--- config.mk ---
export PLATFORM = sky130hd
export DESIGN_NAME = next_fit_bitmap_allocator
export DESIGN_NICKNAME = d
export VERILOG_FILES = /design/src/rtl/nfba_pkg.sv /design/src/rtl/nfba_ctrl.sv /design/src/rtl/nfba_dp.sv /design/src/rtl/next_fit_bitmap_allocator.sv
export SDC_FILE = /design/constraint.sdc
export NUM_CORES = 2
export LEC_CHECK = 0
export BUFFER_PORTS_ARGS = -buffer_cell sky130_fd_sc_hd__buf_2
export CORE_MARGIN = 2
export CORE_UTILIZATION = 60
export CTS_BUF_LIST = sky130_fd_sc_hd__clkbuf_8
export DETAILED_ROUTE_END_ITERATION = 12
export PLACE_DENSITY = 0.77
export SYNTH_ARGS = -nofsm -noshare
export SYNTH_HDL_FRONTEND = slang
export SYNTH_SLANG_ARGS = --single-unit
--- constraint.sdc ---
create_clock -name clk -period 15.3 [get_ports clk]
set_input_delay 0.765 -clock clk [delete_from_list [all_inputs] [get_ports clk]]
set_output_delay 0.765 -clock clk [all_outputs]
set_load 0.02 [all_outputs]
--- src/rtl/nfba_pkg.sv ---
// Shared types, constants and helper functions of the next-fit bitmap allocator.
`default_nettype none

package nfba_pkg;

  localparam int MAX_ENTRIES = 1024;
  localparam int WORD_BITS   = 32;
  localparam int MAP_WORDS   = (MAX_ENTRIES + WORD_BITS - 1) / WORD_BITS;

  localparam int IDX_W  = 10;  // entry number
  localparam int CNT_W  = 11;  // free count, totals and scan position
  localparam int WIDX_W = 5;   // word number within the map
  localparam int BIT_W  = 5;   // bit number within a word
  localparam int POP_W  = 6;   // popcount of one word
  localparam int ADDR_W = 3;   // configuration byte address

  // Register number on the configuration port (byte address / 4).
  localparam logic REG_INODE_TOTAL = 1'b0;

  localparam logic [CNT_W-1:0] TOTAL_RESET = CNT_W'(MAX_ENTRIES);

  typedef enum logic [0:0] {
    OP_ALLOC = 1'b0,
    OP_LOAD  = 1'b1
  } op_t;

  typedef enum logic [1:0] {
    ST_IDLE,
    ST_LOAD,
    ST_SCAN,
    ST_DONE
  } state_t;

  // Controller to datapath.
  typedef struct packed {
    logic capture;    // take the request and set up the scan window
    logic load_step;  // write the captured word and adjust the count
    logic scan_step;  // examine one bitmap word
  } dp_cmd_t;

  // Datapath to controller.
  typedef struct packed {
    logic hit;        // a free entry was found in the current word
    logic scan_end;   // the whole window was examined without a hit
  } dp_status_t;

  // Number of set bits, counted per nibble and then summed.
  function automatic logic [POP_W-1:0] popcount(input logic [WORD_BITS-1:0] v);
    logic [2:0]       nib [WORD_BITS/4];
    logic [POP_W-1:0] sum;
    sum = '0;
    for (int n = 0; n < WORD_BITS / 4; n++) begin
      nib[n] = 3'(v[4*n]) + 3'(v[4*n+1]) + 3'(v[4*n+2]) + 3'(v[4*n+3]);
    end
    for (int n = 0; n < WORD_BITS / 4; n++) begin
      sum = sum + POP_W'(nib[n]);
    end
    return sum;
  endfunction

  // Position of the lowest set bit; zero when no bit is set.
  function automatic logic [BIT_W-1:0] lowest_bit(input logic [WORD_BITS-1:0] v);
    logic [WORD_BITS-1:0] low;
    logic [BIT_W-1:0]     pos;
    low = v & (~v + WORD_BITS'(1));
    pos = '0;
    for (int k = 0; k < BIT_W; k++) begin
      for (int i = 0; i < WORD_BITS; i++) begin
        if (((i >> k) & 1) != 0) begin
          pos[k] = pos[k] | low[i];
        end
      end
    end
    return pos;
  endfunction

endpackage

`default_nettype wire

--- src/rtl/nfba_ctrl.sv ---
// Sequencing state machine of the next-fit bitmap allocator.
`default_nettype none

module nfba_ctrl (
  input  wire logic                 clk,
  input  wire logic                 rst,
  input  wire logic                 start,
  input  wire logic                 operation,
  input  wire nfba_pkg::dp_status_t status,
  output nfba_pkg::dp_cmd_t         cmd,
  output logic                      busy,
  output logic                      strobe
);
  import nfba_pkg::*;

  state_t state;
  state_t state_next;

  always_ff @(posedge clk) begin
    if (rst) begin
      state <= ST_IDLE;
    end else begin
      state <= state_next;
    end
  end

  always_comb begin
    state_next = state;
    unique case (state)
      ST_IDLE: begin
        if (start) begin
          state_next = (operation == OP_LOAD) ? ST_LOAD : ST_SCAN;
        end
      end
      ST_LOAD: state_next = ST_DONE;
      ST_SCAN: begin
        if (status.hit || status.scan_end) begin
          state_next = ST_DONE;
        end
      end
      ST_DONE: state_next = ST_IDLE;
      default: state_next = ST_IDLE;
    endcase
  end

  always_comb begin
    cmd           = '0;
    busy          = 1'b1;
    strobe        = 1'b0;
    unique case (state)
      ST_IDLE: begin
        busy        = 1'b0;
        cmd.capture = start;
      end
      ST_LOAD: cmd.load_step = 1'b1;
      ST_SCAN: cmd.scan_step = 1'b1;
      ST_DONE: strobe = 1'b1;
      default: busy = 1'b1;
    endcase
  end

endmodule

`default_nettype wire

--- src/rtl/nfba_dp.sv ---
// Datapath of the next-fit bitmap allocator: bitmap, counters and word scanner.
`default_nettype none

module nfba_dp (
  input  wire logic                          clk,
  input  wire logic                          rst,
  input  wire nfba_pkg::dp_cmd_t             cmd,
  input  wire logic [nfba_pkg::CNT_W-1:0]    total,
  input  wire logic [nfba_pkg::WIDX_W-1:0]   word_index,
  input  wire logic [nfba_pkg::WORD_BITS-1:0] word_bits,
  output nfba_pkg::dp_status_t               status,
  output logic [nfba_pkg::IDX_W-1:0]         entry_index,
  output logic                               found,
  output logic [nfba_pkg::CNT_W-1:0]         free_count
);
  import nfba_pkg::*;

  localparam logic [WORD_BITS-1:0] ALL_ONES = '1;

  logic [WORD_BITS-1:0] free_map [MAP_WORDS];
  logic [CNT_W-1:0]     scan_position;
  logic [CNT_W-1:0]     free_counter;

  // Scan window, fixed at capture, with the current word and wrap flag of the scan.
  logic [CNT_W-1:0]     tot;
  logic                 tot_zero;
  logic [WIDX_W-1:0]    start_word;
  logic [BIT_W-1:0]     start_bit;
  logic [WIDX_W-1:0]    last_word;
  logic [BIT_W-1:0]     last_bit;
  logic [WIDX_W-1:0]    cur_word;
  logic                 wrapped;

  logic [WIDX_W-1:0]    load_index;
  logic [WORD_BITS-1:0] load_bits;

  // Capture-time window setup.
  logic [CNT_W-1:0]     tot_next;
  logic [CNT_W-1:0]     pos_eff;
  logic [CNT_W-1:0]     tot_m1;

  always_comb begin
    tot_next = (total > CNT_W'(MAX_ENTRIES)) ? CNT_W'(MAX_ENTRIES) : total;
    pos_eff  = (scan_position >= tot_next) ? '0 : scan_position;
    tot_m1   = tot_next - CNT_W'(1);
  end

  // One word of the scan.
  logic [WORD_BITS-1:0] cur_bits;
  logic [WORD_BITS-1:0] lo_mask;
  logic [WORD_BITS-1:0] hi_mask;
  logic [WORD_BITS-1:0] wrap_mask;
  logic [WORD_BITS-1:0] masked;
  logic [BIT_W-1:0]     hit_bit;
  logic [IDX_W-1:0]     hit_index;
  logic [CNT_W-1:0]     pos_after;
  logic                 at_start;
  logic                 hit;

  always_comb begin
    cur_bits  = free_map[cur_word];
    at_start  = (cur_word == start_word);
    lo_mask   = (at_start && !wrapped) ? (ALL_ONES << start_bit) : ALL_ONES;
    wrap_mask = (at_start && wrapped) ? ((WORD_BITS'(1) << start_bit) - WORD_BITS'(1))
                                      : ALL_ONES;
    hi_mask   = (cur_word == last_word) ? (ALL_ONES >> (BIT_W'(WORD_BITS - 1) - last_bit))
                                        : ALL_ONES;
    masked    = cur_bits & lo_mask & wrap_mask & hi_mask & {WORD_BITS{!tot_zero}};
    hit       = |masked;
    hit_bit   = lowest_bit(masked);
    hit_index = {cur_word, hit_bit};
    pos_after = CNT_W'(hit_index) + CNT_W'(1);
    if (pos_after == tot) begin
      pos_after = '0;
    end
    status.hit      = hit;
    status.scan_end = !hit && (tot_zero || (wrapped && at_start));
  end

  // Load: count moves by the popcount difference.
  logic [WORD_BITS-1:0] old_bits;
  logic [CNT_W-1:0]     count_loaded;

  always_comb begin
    old_bits     = free_map[load_index];
    count_loaded = free_counter - CNT_W'(popcount(old_bits)) + CNT_W'(popcount(load_bits));
  end

  always_ff @(posedge clk) begin
    if (rst) begin
      for (int w = 0; w < MAP_WORDS; w++) begin
        free_map[w] <= '0;
      end
      scan_position <= '0;
      free_counter  <= '0;
      cur_word      <= '0;
      wrapped       <= 1'b0;
      found         <= 1'b0;
      entry_index   <= '0;
    end else begin
      if (cmd.capture) begin
        tot         <= tot_next;
        tot_zero    <= (tot_next == '0);
        start_word  <= pos_eff[BIT_W +: WIDX_W];
        start_bit   <= pos_eff[BIT_W-1:0];
        last_word   <= tot_m1[BIT_W +: WIDX_W];
        last_bit    <= tot_m1[BIT_W-1:0];
        cur_word    <= pos_eff[BIT_W +: WIDX_W];
        wrapped     <= 1'b0;
        load_index  <= word_index;
        load_bits   <= word_bits;
        found       <= 1'b0;
        entry_index <= '0;
      end
      if (cmd.load_step) begin
        free_map[load_index] <= load_bits;
        free_counter         <= count_loaded;
      end
      if (cmd.scan_step) begin
        if (hit) begin
          free_map[cur_word][hit_bit] <= 1'b0;
          free_counter  <= free_counter - CNT_W'(1);
          scan_position <= pos_after;
          entry_index   <= hit_index;
          found         <= 1'b1;
        end else if (cur_word == last_word && !wrapped) begin
          cur_word <= '0;
          wrapped  <= 1'b1;
        end else begin
          cur_word <= cur_word + WIDX_W'(1);
        end
      end
    end
  end

  assign free_count = free_counter;

endmodule

`default_nettype wire

--- src/rtl/next_fit_bitmap_allocator.sv ---
// Top level of the next-fit bitmap allocator: configuration port, controller and datapath.
`default_nettype none

// Usage
// The block hands out entries from a bitmap of 1024 entries held in 32 words
// of 32 bits, where a set bit marks a free entry. A request is a transfer on
// the command channel: it is taken at a rising edge with start high and busy
// low. operation selects an allocation or the load of one whole bitmap word
// (word_index, word_bits); loads are how software fills the map after reset.
// Allocation searches circularly from the scan position over inode_total
// entries, one bitmap word per cycle, and takes the lowest free entry it meets.
// Each request gives exactly one result transfer: strobe is high for one cycle
// with entry_index, found and free_count, and the receiver cannot stall it.
// A load passes through the load and done states; an allocation passes through
// the scan state, where the word scanner visits up to 33 words (the start word
// is seen twice when the search wraps), then the done state. A new request is
// accepted in the cycle after the strobe. Reset clears the map (nothing free),
// the scan position and the free count, and sets inode_total to 1024. It is
// written over the APB-style port at byte address 0, by the user only while
// the block is idle (the block does not enforce this); stored values above 1024 act as 1024.

module next_fit_bitmap_allocator (
  input  wire logic                            clk,
  input  wire logic                            rst,
  // configuration port
  input  wire logic                            psel,
  input  wire logic                            penable,
  input  wire logic                            pwrite,
  input  wire logic [nfba_pkg::ADDR_W-1:0]     paddr,
  input  wire logic [31:0]                     pwdata,
  output logic [31:0]                          prdata,
  output logic                                 pready,
  // command channel
  input  wire logic                            start,
  output logic                                 busy,
  input  wire logic                            operation,
  input  wire logic [nfba_pkg::WIDX_W-1:0]     word_index,
  input  wire logic [nfba_pkg::WORD_BITS-1:0]  word_bits,
  // result channel
  output logic                                 strobe,
  output logic [nfba_pkg::IDX_W-1:0]           entry_index,
  output logic                                 found,
  output logic [nfba_pkg::CNT_W-1:0]           free_count
);
  import nfba_pkg::*;

  // The inode_total register. Only the low 11 bits of a write are kept.
  logic [CNT_W-1:0] inode_total;
  logic             cfg_write;

  assign pready    = 1'b1;
  assign cfg_write = psel && penable && pwrite && pready;

  always_ff @(posedge clk) begin
    if (rst) begin
      inode_total <= TOTAL_RESET;
    end else if (cfg_write && paddr[2] == REG_INODE_TOTAL) begin
      inode_total <= pwdata[CNT_W-1:0];
    end
  end

  // Reads return the register at its address and zero elsewhere.
  always_comb begin
    prdata = '0;
    if (paddr[2] == REG_INODE_TOTAL) begin
      prdata = 32'(inode_total);
    end
  end

  // The controller sequences each transfer; the datapath holds the bitmap, counters and scan window.
  dp_cmd_t    cmd;
  dp_status_t status;

  nfba_ctrl u_ctrl (
    .clk       (clk),
    .rst       (rst),
    .start     (start),
    .operation (operation),
    .status    (status),
    .cmd       (cmd),
    .busy      (busy),
    .strobe    (strobe)
  );

  nfba_dp u_dp (
    .clk         (clk),
    .rst         (rst),
    .cmd         (cmd),
    .total       (inode_total),
    .word_index  (word_index),
    .word_bits   (word_bits),
    .status      (status),
    .entry_index (entry_index),
    .found       (found),
    .free_count  (free_count)
  );

  // A result is only ever shown while a request is in progress.
  a_strobe_busy: assert property (@(posedge clk) disable iff (rst)
    strobe |-> busy)
    else $error("result strobe outside a request");

  // An accepted request makes the block busy on the next cycle.
  a_accept_busy: assert property (@(posedge clk) disable iff (rst)
    (start && !busy) |=> busy)
    else $error("request accepted but block not busy");

  // One result per request: the strobe is never held high.
  a_single_result: assert property (@(posedge clk) disable iff (rst)
    strobe |=> !strobe)
    else $error("result strobe held for two cycles");

  // A successful allocation takes exactly one entry off the free count.
  a_count_drop: assert property (@(posedge clk) disable iff (rst)
    (strobe && found && !$past(rst)) |-> (free_count == CNT_W'($past(free_count) - CNT_W'(1))))
    else $error("free count not decremented on allocation");

endmodule

`default_nettype wire
Word-level counts from Yosys, hierarchy flattened
Memory sizes are Yosys's and may differ from the RTL's. A register that Yosys moved wholly into a read port is not among the register bits.
Index checks and enable logic that the tools add are counted.
{"block": "totals", "output_inout_bits": 57, "word_cells": 259, "ram_bits": 1024, "register_bits": 121, "inputBits": 79, "mem_count": 1}
{"memory": "u_dp.free_map", "words": 32, "word_bits": 32, "rd": 2, "rd_clocked_by_memory_dff": 2, "wr": 32, "line_no": "nfba_dp.sv:20", "rtl": "logic [WORD_BITS-1:0] free_map [MAP_WORDS];"}
{"block": "op_classes", "bitwise_logic": 83, "shift": 3, "n_lt_le_gt_ge": 4, "reduce_logical": 21, "addsub": 71, "eq_ne": 8, "muxes": 52}
{"op": "32-bit 2-to-1 mux", "count": 7}
{"op": "32-bit AND", "count": 5}
{"op": "3-bit by 1-bit adder with 3-bit output", "count": 32}
{"op": "32-bit OR reduction", "count": 3}
{"op": "1-bit bitwise OR", "count": 75}
{"op": "6-bit by 3-bit adder with 6-bit output", "count": 12}
{"op": "11-bit 2-to-1 mux", "count": 6}
{"op": "10-bit 2-to-1 mux", "count": 4}
{"op": "5-bit 2-to-1 mux", "count": 8}
{"op": "1-bit by 1-bit adder with 2-bit output", "count": 16}
{"op": "32-bit by 1-bit adder with 32-bit output, second input constant", "count": 1}
{"op": "32-bit inverter", "count": 1}
{"op": "1-bit by 5-bit left shift with 32-bit output, first input constant", "count": 1}
{"op": "32-bit by 5-bit left shift with 32-bit output, first input constant", "count": 1}
{"op": "32-bit by 5-bit >> shifter with 32-bit output, first input constant", "count": 1}
{"op": "32-bit by 1-bit subtractor with 32-bit output, second input constant", "count": 1}
{"op": "1-bit 2-to-1 mux", "count": 22}
{"op": "10-bit by 1-bit adder with 11-bit output, second input constant", "count": 1}
{"op": "11-bit by 6-bit adder with 11-bit output", "count": 1}
{"op": "11-bit == test", "count": 1}
{"op": "11-bit >= comparator", "count": 1}
{"op": "11-bit > comparator, second input constant", "count": 1}
{"op": "11-bit logical NOT", "count": 1}
{"op": "11-bit by 1-bit subtractor with 11-bit output, second input constant", "count": 1}
{"op": "other kinds (21)", "count": 39}

Longest topological paths before layout
{"block": "logic_depth", "word_depth": 32, "mapped_depth": 41, "ltp_nobuf": 38}

Hierarchy
Synthesis repeated with hierarchy kept, for this count alone.
{"block": "hier_totals", "hier_cells": 7300, "hier_area_um2": 68813.5}
{"mod": "nfba_dp", "cells_each": 7194, "seq_area_each_um2": 23452.5, "instances": 1, "area_per_inst_um2": 67840.1}
{"mod": "next_fit_bitmap_allocator", "cells_each": 84, "seq_area_each_um2": 220.2, "instances": 1, "area_per_inst_um2": 752.0}
{"mod": "nfba_ctrl", "cells_each": 22, "seq_area_each_um2": 40.0, "instances": 1, "area_per_inst_um2": 221.5}

Worst setup path before layout
Ideal clock, no wire load.
{"block": "synth_path", "kind": "flip-flop to flip-flop", "from": "register with a tool-made name", "to": "register u_dp.free_counter[10] (netlist: u_dp.free_count[10])", "slack_ns": 6.004, "stages_incl_launch_ff": 42, "t_required_ns": 15.172, "setup_time_ns": 0.128, "arrival_ns": 9.168, "path_buffers": 3, "synth_period_minus_slack_ns": 9.296, "cell_sequence": "dfxtp_1 > clkbuf_1 > clkbuf_1 > buf_1 > mux4_2 > mux4_2 > mux2_2 > ha_1 > inv_1 > fa_1 > inv_1 > ha_1 > fa_1 > inv_1 > fa_1 > inv_1 > fa_1 > inv_1 > (+6 left out) > inv_1 > fa_1 > inv_1 > ha_1 > nor2b_1 > o21ai_0 > a21boi_0 > o21a_1 > o21ai_0 > a21oi_1 > nor2_1 > nor2_1 > nor2_1 > o21bai_1 > xnor2_1 > a21oi_1 > xor2_1 > nor2_1"}
{"element": "end signal: assignment", "line_no": "nfba_dp.sv:117", "rtl": "free_counter <= count_loaded;"}
{"element": "end signal: assignment", "line_no": "nfba_dp.sv:122", "rtl": "free_counter <= free_counter - CNT_W'(1);"}
{"element": "end: declaration", "line_no": "nfba_dp.sv:22", "rtl": "logic [CNT_W-1:0] free_counter;"}

==> flow_summary.yaml <==
timing:
  slew-limit-headroom_pct: -4.292
  setup_violations: 0
  min_period_ps: 11000
  report.final.slew_viol_count: 7
  worst_slew_pin_slew_ps: 1551
  clock_skew_ps: 57.70
  tns_ps: 0
  timing.fmax_mhz: 90.92
  hold_viol: 0
  rsz0062_at_grt: "no"
  min_period_over_period_pct: 71.89
critical_path:
  cp.arrival_ps: 11800
  endpoint_kind: "register"
  worst-r2r-cell-count: 36
  crit_type: "reg -> reg"
  cp-start-kind: "register"
  rrSetupSlack_ps: 4300
  slowest_stage: "dfxtp_4"
  crit_required_ps: 16110
  max_stage_delay_ps: 930
  crit_top_cell: "fa_1"
  path_max_fanout: 96
  r2r_end: "u_dp.free_count[10]"
floorplanning:
  fp.dieH_um: 355.3
  die-area_um2: 126200
  start_util_pct: 60.60
  core-area_um2: 122200
  rows: 128
  fp.dieW_um: 355.3
  ios: 136
clock_tree:
  cts_buffer_depth: 3
  cts_resized: 0
  insertion_delay_ps: 990
  cts_setup_buffers: 0
  cts_sinks: 1150
  ctsRootBufferMaster: "clkbuf_8"
  ctsHoldBuffers: 34
  htreeDepth: 4
  cts_tree: "done"
  clk_pin_slew_ps: 70
  cts_buffers: 194
final_layout:
  syn_to_final_growth_pct: 5.986
  drive_above_1_share_pct: 18.27
  n_fill_cell: 9308
  nets: 6379
  final_util_pct: 64.23
min_path:
  hp-start: "pwdata[10]"
  holdPathStages: 3
  hold_end: "inode_total[10]"
  hold_class: "in -> reg"
logic_synthesis:
  synth_area_um2: 74050
  yosys.area_share.simple_pct: 10.47
  ys_types: 98
  synth-xor-area-share_pct: 0.8566
  synthAdderAreaFrac_pct: 2.974
  avgSynthCellArea_um2: 11.54
  synth_top_family_by_area: "multiplexers"
  ys_seq_area_share_pct: 45.86
  ys_ff_latch: 1150
  yosys_most_used_dff: "edfxtp_1"
  synth_mux_area_share_pct: 18.65
  synthCells: 6417
  async_flop_share_pct: 0
  synth_warnings: 0
  synth-compound-area-share_pct: 14.86
  synth_edf_count: 1093
global_routing:
  grt_pass1_wl_mm: 407.0
  grt.overflow.total: 0
  grt_pass1_vias: 57480
  grt_max_degree: 112
  track_usage_pct: 45.80
  antenna_found_initial: 24
power:
  clockPowerShare_pct: 12.5
  seq_power_share_pct: 20.3
  power_density_nw_per_um2: 262.6
  p_int_uw: 11120
  p_leak_uw: 0.02600
  vdd_drop_max_v: 0.001450
  combPwrFrac_pct: 67.1
  p_sw_share_pct: 46.06
  p_sw_uw: 9492
place:
  dpl.hpwl_mm: 169.9
  port_buffers: 90
  gp_congestion: 1.054
outcome:
  status: "finished with violations"
  violations: "max-capacitance violations, max-slew violations"
route:
  wl_per_cell_um: 36.62
  num_vias: 59980
  drc: 0
  antenna_left: 0
  first_pass_iters: 8
  routed_wl_mm: 290.9
  via_per_inst: 7.550
  drtIter0Drc: 12420
job:
  maxCapViolCount: 2
layout make-up:
cell class                      count  area [um2]  area share [%]
Multi-Input combinational cell   4322       36080           45.97
Clock inverter                    148       670.6          0.8545
Inverter                          175       656.9          0.8369
Antenna cell                       13       32.53         0.04145
Timing Repair Buffer              311        2267           2.889
Sequential cell                  1150       34000           43.31
Clock buffer                      200        2753           3.507
Tap cell                         1625        2033           2.591
registers in the layout, indices dropped and copies added, names as in the netlist, 10 cells and up, named ones only:
signal	flops
u_dp.free_map	1024
u_dp.free_count	11
inode_total	11
u_dp.scan_position	11
u_dp.tot	11
u_dp.load_bits	32
u_dp.entry_index	10
cell usage after synthesis (79+ instances only):
master,number,area share [%]
ha_1,96,1.6
a22oi_1,79,0.80
buf_2,223,1.5
o21a_1,951,9.6
nand2_1,204,1.0
edfxtp_1,1093,44
mux4_2,466,14
inv_1,173,0.88
mux2i_1,275,3.7
a21oi_1,105,0.71
clkbuf_1,387,2.0
nor3_1,93,0.63
nor2_1,1199,6.1
critical path: cells and delay by family (launching register included):
kind	cells	cell delay, ps
adder cells (fa/ha/maj)	11	4860
multiplexers	3	1540
AO/OA/AOI/OAI	7	1170
buffers and inverters	7	960
flip-flops	1	930
XOR/XNOR	3	710
AND/OR/NAND/NOR	5	530
metrics by stage:
| stage | setup WS, ps | std cells | power (uW) | hold slack (ps) | area, um2 |
|---|---|---|---|---|---|
| 2_1_floorplan | 6004 | 6437 | 14780 | 429.2 | 74130 |
| 3_3_place_gp | 4523 | 7549 | 17550 | 449.9 | 74670 |
| 3_5_place_dp | 4470 | 7549 | 17790 | 458.7 | 74670 |
| 4_1_cts | 4447 | 7931 | 20330 | 29.24 | 78430 |
| 5_1_grt | 3812 | 7934 | 21840 | 49.06 | 78460 |
| 6_report | 4301 | 7944 | 20610 | 55.99 | 78490 |
placed cells by master (no fill, tap or decap), drive strengths merged, types with 22 or more instances in the layout:
| master | netlist | final |
|---|---|---|
| nand4 | 23 | 23 |
| clkbuf | 387 | 200 |
| edfxtp | 1093 | 1093 |
| o21a | 951 | 951 |
| a211o | 23 | 23 |
| dfxtp | 57 | 57 |
| nor2 | 1200 | 1200 |
| o22ai | 30 | 30 |
| mux4 | 466 | 466 |
| fa | 50 | 50 |
| and2 | 53 | 53 |
| buf | 403 | 277 |
| mux2 | 50 | 50 |
| conb | 2 | 22 |
| inv | 175 | 257 |
| a221oi | 26 | 26 |
| a31oi | 26 | 26 |
| clkinv | 0 | 60 |
| nor3 | 101 | 101 |
| nand2 | 205 | 205 |
| mux2i | 275 | 275 |
| xor2 | 22 | 22 |
| o211ai | 41 | 41 |
| xnor2 | 40 | 40 |
| a21oi | 105 | 105 |
| o21ai | 66 | 66 |
| nand3 | 59 | 59 |
| a22oi | 80 | 80 |
| a211oi | 24 | 24 |
| nor2b | 48 | 48 |
| ha | 96 | 96 |
| dlygate4sd3 | 0 | 34 |
cells by family after synthesis:
kind of cell             count (synthesis)
AND/OR/NAND/NOR                       1805
AO/OA/AOI/OAI                         1492
flip-flops                            1150
buffers and inverters                  965
multiplexers                           791
adder cells (fa/ha/maj)                146
XOR/XNOR                                66
other                                    2
layer usage:
metal  routed length, um  up-vias  GRT usage [%]
li1                    -    23220              -
met1               90240    29280          55.46
met2              116700     5758          61.88
met3               54000     1689          22.35
met5                 494        -         0.7925
met4               29480       28          36.58
how the worst max path moves through the flow:
| stage | from | to | slack [ps] | depth (start not counted) |
|---|---|---|---|---|
| 6_report | register | u_dp.free_count[10] | 4300 | 36 |
| 5_1_grt | register | u_dp.free_count[10] | 3810 | 36 |
| 4_1_cts | register | u_dp.free_count[10] | 4450 | 36 |
| 3_5_place_dp | register | u_dp.free_count[10] | 4470 | 36 |
| 3_3_place_gp | register | u_dp.free_count[10] | 4520 | 36 |
| 2_1_floorplan | register | u_dp.free_count[10] | 6000 | 41 |
power groups by stage:
stage | registers, uW | logic (uW) | clock network (uW)
finish | 4190 | 13800 | 2580
global route | 4210 | 14900 | 2680
CTS | 4170 | 13600 | 2550
detailed placement | 4230 | 13600 | 0
global placement | 4200 | 13300 | 0
floorplan | 4110 | 10700 | 0
Power figures use the tool's default switching activity.
